==> config.mk <==
export PLATFORM = sky130hd
export DESIGN_NAME = tct_ctrl
export DESIGN_NICKNAME = d
export VERILOG_FILES = /design/src/hw/rtl/tct_pkg.sv /design/src/hw/rtl/tct_ctrl.sv
export SDC_FILE = /design/constraint.sdc
export NUM_CORES = 1
export LEC_CHECK = 0
export ABC_AREA = 1
export BUFFER_PORTS_ARGS = -buffer_cell sky130_fd_sc_hd__clkbuf_2
export CAP_MARGIN = 20
export CORE_AREA = 5 5 42 44
export DETAILED_ROUTE_END_ITERATION = 10
export DIE_AREA = 0 0 47 49
export HOLD_SLACK_MARGIN = 0.06
export PLACE_DENSITY = 0.35
export SYNTH_ARGS = -nofsm -noshare
export SYNTH_HDL_FRONTEND = slang
export SYNTH_SLANG_ARGS = --single-unit
==> constraint.sdc <==
create_clock -name clk -period 2.5 [get_ports clk]
set_clock_uncertainty 0.1 [all_clocks]
set_input_delay 0.125 -clock clk [delete_from_list [all_inputs] [get_ports clk]]
set_output_delay 0.125 -clock clk [all_outputs]
set_load 0.005 [all_outputs]
==> src/hw/rtl/tct_pkg.sv <==
package tct_pkg;

  localparam int STATUS_W = 3;
  localparam int ADDR_W   = 32;
  localparam int KEY_W    = 64;
  localparam int TIME_W   = 31;
  localparam int EXP_W    = 32;
  localparam int SLOT_W   = 6;
  localparam int COUNT_W  = 7;

  typedef logic [STATUS_W-1:0] status_t;

  localparam status_t ST_HIT     = 3'd0;
  localparam status_t ST_MISS    = 3'd1;
  localparam status_t ST_EXPIRED = 3'd2;
  localparam status_t ST_WRITTEN = 3'd3;
  localparam status_t ST_FULL    = 3'd4;

  localparam logic MODE_LOOKUP = 1'b0;
  localparam logic MODE_ADD    = 1'b1;

  typedef enum logic [1:0] {
    S_CLEAR,
    S_IDLE,
    S_SCAN,
    S_COMMIT
  } state_t;

  typedef struct packed {
    logic accept;
    logic scan;
    logic clear;
    logic commit;
  } cmd_t;

  typedef struct packed {
    logic scan_done;
    logic clear_done;
  } sts_t;

endpackage

==> src/hw/rtl/tct_ctrl.sv <==
module tct_ctrl (
  input  logic          clk,
  input  logic          rst,
  input  logic          start,
  input  tct_pkg::sts_t sts,
  output tct_pkg::cmd_t cmd,
  output logic          busy
);
  import tct_pkg::*;

  state_t state;
  state_t state_next;

  always_ff @(posedge clk) begin
    if (rst) begin
      state <= S_CLEAR;
    end else begin
      state <= state_next;
    end
  end

  always_comb begin
    state_next = state;
    cmd        = '0;
    busy       = 1'b1;
    unique case (state)
      S_CLEAR: begin
        cmd.clear = 1'b1;
        if (sts.clear_done) begin
          state_next = S_IDLE;
        end
      end
      S_IDLE: begin
        busy       = 1'b0;
        cmd.accept = start;
        if (start) begin
          state_next = S_SCAN;
        end
      end
      S_SCAN: begin
        cmd.scan = 1'b1;
        if (sts.scan_done) begin
          state_next = S_COMMIT;
        end
      end
      S_COMMIT: begin
        cmd.commit = 1'b1;
        state_next = S_IDLE;
      end
      default: begin
        state_next = S_IDLE;
      end
    endcase
  end

endmodule

==> flow_summary.ini, run 1 <==
[hold_path]
hold_class = in2reg
holdPathStages = 6
whs_endpoint = state[0]
worstHoldStart = sts[1]

[yosys]
ys_seq_elements = 2
syn-num-nets = 36
ys_seq_area_share_pct = 22.86
synth-warning-count = 0
avgSynthCellArea_um2 = 6.488
syn-cell-area_um2 = 175.2
syn_inst = 27
ys_types = 6

[worst_setup_path]
rrSetupSlack_ns = 1.31
end_kind = output pin
r2r_start = state[0]
crit_arrival_ns = 1.04
cp_max_fo = 3
rr_worst_depth = 6
worstPathRequired_ns = 2.28
critPathKind = reg2out
startpoint_type = flop
r2r-end = state[0]

[placed_design]
place.gp.congestion = 0.5948
portBuffers = 9
dpl_cell_area_um2 = 240.2

[clock_tree]
cts_tree = done
cts_root_buf = clkbuf_4
clk_pin_slew_worst_paths_ns = 0.03
clkSinkCount = 2
clk_path_buf_depth = 2
post_cts_buffers = 0
insertion_delay_ns = 0.22
cts_buffers = 3
cts_resized = 0
htreeDepth = 1
cts-hold-fix-buffers = 1

[routing]
viasPerCell = 3.161
drt_iter0_drc = 0
drt-pass1-iter-count = 1
wl_per_cell_um = 6.786
wl_um = 380
via_count = 177
drc = 0
postRouteAntennaNets = 0

[power_and_ir_drop]
vdd_drop_max_mv = 0.1584
p_leak_uw = 0.0001767
powerDensity_nw_per_um2 = 998.9

[floorplan]
die-area_um2 = 2303
die_w_um = 47
core_area_um2 = 1401
ios = 10
start_util_pct = 12.50
die_y_um = 49
num_rows = 14

[finish]
layout_common_cells = clkbuf_2 (9), inv_1 (8), nand2_1 (8)
syn2layout_area_growth_pct = 55.71
final.fill_count = 177
largest_reg_flops = 2
final_cell_area_um2 = 272.8
mostFrequentLayoutCell = clkbuf_2
largestRegisters = state: 2 flops
regMostFlops = state
n_antenna_cell = 0
layout-drive-gt1-share_pct = 32.50
num-nets-final = 51
regArea_um2 = 40.04
multiInputGateArea_um2 = 105.1

[outcome]
status = finished, final reports clean

[timing]
final_max_slew_viol_count = 0
tns_ns = 0
slew_headroom_pct = 92.32
fin_crit_sh_pct = 50.78
finalHoldViolCount = 0
layout_min_cycle_time_ns = 1.269
timing.fmax_ghz = 0.7878
final-setup-viol-count = 0
worstMarginPinSlew_ns = 0.1151
rsz0062_at_grt = no

[grt]
grt_pass1_wl_um = 545
antenna_found_initial = 0
grt-ovfl-total = 0
grt_pass1_vias = 142
globalRouteTotalUtil_pct = 3.935
grt_max_degree = 5

[run]
drv_cap = 0
[area by class of cell]
type	count	area share, %
timing repair buffer	10	20.18
multi-input combinational	17	38.53
tap	16	7.339
clock buffer	3	8.257
sequential	2	14.68
inverter	8	11.01
[power breakdown]
part / total (uW) / leakage, uW / internal [uW] / switching, uW
combinational: 143 / 0.000146 / 63.7 / 79.5
sequential: 58.1 / 0.0000167 / 47.1 / 11.0
clock: 71.1 / 0.0000138 / 52.9 / 18.2
total: 272 / 0.000177 / 164 / 109
[synth_stat cells]
| library cell | n | area (um^2) |
|---|---|---|
| nor2_1 | 4 | 15.01 |
| nand2_1 | 8 | 30.03 |
| inv_1 | 8 | 30.03 |
| nand3_2 | 1 | 10.01 |
| dfxtp_1 | 2 | 40.04 |
| ha_1 | 4 | 50.05 |
[worst max path at each step]
stage                           to  cells after the start  slack (ns)  startpoint
final                       cmd[3]                      5        1.23    state[1]
after global routing        cmd[3]                      5        1.15    state[1]
after CTS                   cmd[3]                      5        1.21    state[1]
after detailed placement  state[0]                      6        1.28    state[0]
after global placement    state[0]                      6        1.28    state[0]
after floorplan           state[0]                      6        1.37    state[0]
[worst max-delay path, cell delays in order (launching register included)]
cell and delay, ns:
dfxtp_1 0.34, inv_1 0.08, ha_1 0.21, nand2_1 0.07, inv_1 0.03, clkbuf_2 0.10
[metrics by stage]
stage | instances | util, % | hold WS [ns] | power, uW | setup slack (ns)
after floorplan | 27 | - | 0.1803 | 155.1 | 1.374
after global placement | 52 | 17.14 | 0.2775 | 207.2 | 1.283
after detailed placement | 52 | 17.14 | 0.2822 | 207.1 | 1.284
after CTS | 56 | 19.46 | 0.2207 | 283.0 | 1.210
after global routing | 56 | 19.46 | 0.2535 | 304.1 | 1.148
final | 56 | 19.46 | 0.2163 | 272.5 | 1.231
[per-layer routing]
metal	part of all wire, %	GRT usage, %	vias to the layer above
met2	34	4.072	11
li1	-	-	101
met4	7.9	6.912	0
met3	17	2.214	4
met5	0	0	-
met1	40	3.712	61
[cell families (layout without fill, tap and decap cells)]
family / count (synthesis) / in the layout / share of synthesized area (%)
flops: 2 / 2 / 22.86
buf+inv: 8 / 21 / 17.14
simple gates: 13 / 13 / 31.43
fa+ha+maj: 4 / 4 / 28.57
No activity file was read; power rests on OpenSTA's default activity.
==> run 2, diff against run 1 <==
==> constraint.sdc (replaced) <==
create_clock -name clk -period 1.2 [get_ports clk]
set_clock_uncertainty 0.1 [all_clocks]
set_input_delay 0.06 -clock clk [delete_from_list [all_inputs] [get_ports clk]]
set_output_delay 0.06 -clock clk [all_outputs]
set_load 0.005 [all_outputs]
==> run 2 against run 1 <==
  * Critical path depth unchanged
  * Combinational power increased to 3.5 times the previous value
  * Total power increased to 2.9 times the previous value
  * Sequential power increased by 130%
  * Die area unchanged
  * Global-route usage increased by 0.91 points
  * First-iteration DRC count unchanged
  * Hold slack got worse by 0.052 ns
  * Register-to-register slack got worse by 1.3 ns
  * Largest power group unchanged
  * Setup slack got worse by 1.2 ns
  * Wire length increased by 20%
  * Critical path type unchanged
==> flow_summary.ini, run 2 (same netlist as run 1, synthesis figures left out) <==
[clock_tree]
cts_buffers = 3
cts_tree = done
clk_path_buf_depth = 2
clkSinkCount = 2
htreeDepth = 1
cts_root_buf = clkbuf_4
insertion_delay_ns = 0.22
clk_pin_slew_worst_paths_ns = 0.03

[routing]
drt_iter0_drc = 0
postRouteAntennaNets = 0
drc = 0
wl_per_cell_um = 7.712
viasPerCell = 3.356
wl_um = 455
via_count = 198
drt-pass1-iter-count = 1

[grt]
globalRouteTotalUtil_pct = 4.849
grt_max_degree = 5
grt_pass1_wl_um = 710
antenna_found_initial = 0
grt-ovfl-total = 0
grt_pass1_vias = 207

[timing]
worstMarginPinSlew_ns = 0.1168
timing.final.ws_setup_ns = 0.04173
rsz0062_at_grt = yes
slew_headroom_pct = 92.20
finalHoldViolCount = 0
fin_crit_sh_pct = 96.52
tns_ns = 0
timing.fmax_ghz = 0.8634
layout_min_cycle_time_ns = 1.158
final_max_slew_viol_count = 0
final-setup-viol-count = 0

[power_and_ir_drop]
seq_power_share_pct = 17.0
clockPowerShare_pct = 19.0
power_frac_comb_pct = 64.0
power_uw = 784.3
p_sw_share_pct = 39.85
p_leak_uw = 0.0001954
p_sw_uw = 312.5
vdd_drop_max_mv = 0.6843
powerDensity_nw_per_um2 = 2239
power.internal_uw = 471.7

[finish]
layout_common_cells = clkbuf_2 (9), inv_1 (6), nand2_1 (5)
mostFrequentLayoutCell = clkbuf_2
largest_reg_flops = 2
final.fill_count = 166
regMostFlops = state
syn2layout_area_growth_pct = 100.0
largestRegisters = state: 2 flops
num-nets-final = 54
layout-drive-gt1-share_pct = 60.47
fin_cells = 59
n_antenna_cell = 0

[worst_setup_path]
cp_max_fo = 3
rrSetupSlack_ns = 0.06
worstPathRequired_ns = 1.04
r2r_start = state[0]
end_kind = output pin
critPathLaunch = state[0]
rr_worst_depth = 7
critPathKind = reg2out
startpoint_type = flop
r2r-end = state[1]
crit_arrival_ns = 1.00
endpoint = cmd[3]

[run]
drv_cap = 0

[floorplan]
num_rows = 14
die_y_um = 49
start_util_pct = 12.50
core_area_um2 = 1401
die-area_um2 = 2303
ios = 10
die_w_um = 47

[hold_path]
hold_class = in2reg

[outcome]
status = finished, final reports clean

[placed_design]
place.gp.congestion = 0.6072
dp.cells = 53
dp_slack_ns = -0.003561
portBuffers = 9
[run 2: cell types whose count changed in the layout (fill, tap and decap cells not counted), sizes merged]
cell | previous run | this run
buf | 0 | 3
[run 2: worst min-delay path by stage]
stage,from,to,slack (ns),depth (start not counted)
3_3_place_gp,rst,state[1],0.22,4
5_1_grt,start,state[0],0.19,6
2_1_floorplan,start,cmd[3],0.09,2
6_report,sts[0],state[1],0.16,6
3_5_place_dp,rst,state[0],0.21,4
4_1_cts,sts[1],state[0],0.16,6
[run 2: area by class of cell]
type | instances | area (um^2) | share of cell area [%]
multi-input cells | 17 | 150.1 | 42.86
clock buffers | 3 | 22.52 | 6.429
repair buffers | 13 | 85.08 | 24.29
flip-flops and latches | 2 | 42.54 | 12.14
inverters | 8 | 30.03 | 8.571
well taps | 16 | 20.02 | 5.714
[run 2: what timing repair did]
| item | 4_1_cts | 5_1_grt |
|---|---|---|
| pin swaps | 2 | 4 |
| setup endpoints to repair | 4 | 4 |
| resized for setup | 5 | 10 |
| hold buffers | 1 | 0 |
| hold endpoints to repair | 2 | 0 |
| buffers inserted | 3 | 0 |
[run 2: stage by stage]
stage	hold slack [ns]	utilization (%)	instance area (um^2)
after floorplan	0.09205	-	175.2
after global placement	0.2164	17.68	247.7
after detailed placement	0.2149	17.68	247.7
after CTS	0.1578	22.14	310.3
after global routing	0.1920	25.00	350.3
final	0.1647	25.00	350.3
[run 2: power by group through the flow]
stage	sequential (uW)	combinational, uW	clock, uW
finish	133	502	149
CTS	124	412	160
floorplan	118	205	0
detailed placement	122	334	0
global placement	123	330	0
global route	137	568	162
[run 2: layer usage]
metal / part of all wire, % / GRT usage, % / routed length, um
met1: 35 / 3.057 / 160
met2: 53 / 8.371 / 239
met4: 0 / 5.530 / 0
met5: 0 / 0 / 0
met3: 12 / 2.214 / 56
[run 2: worst max-delay path: stages, from the launching register on]
cell	delay, ns
dfxtp_2	0.32
buf_6	0.11
ha_4	0.16
nand2_1	0.05
inv_1	0.03
clkbuf_2	0.10
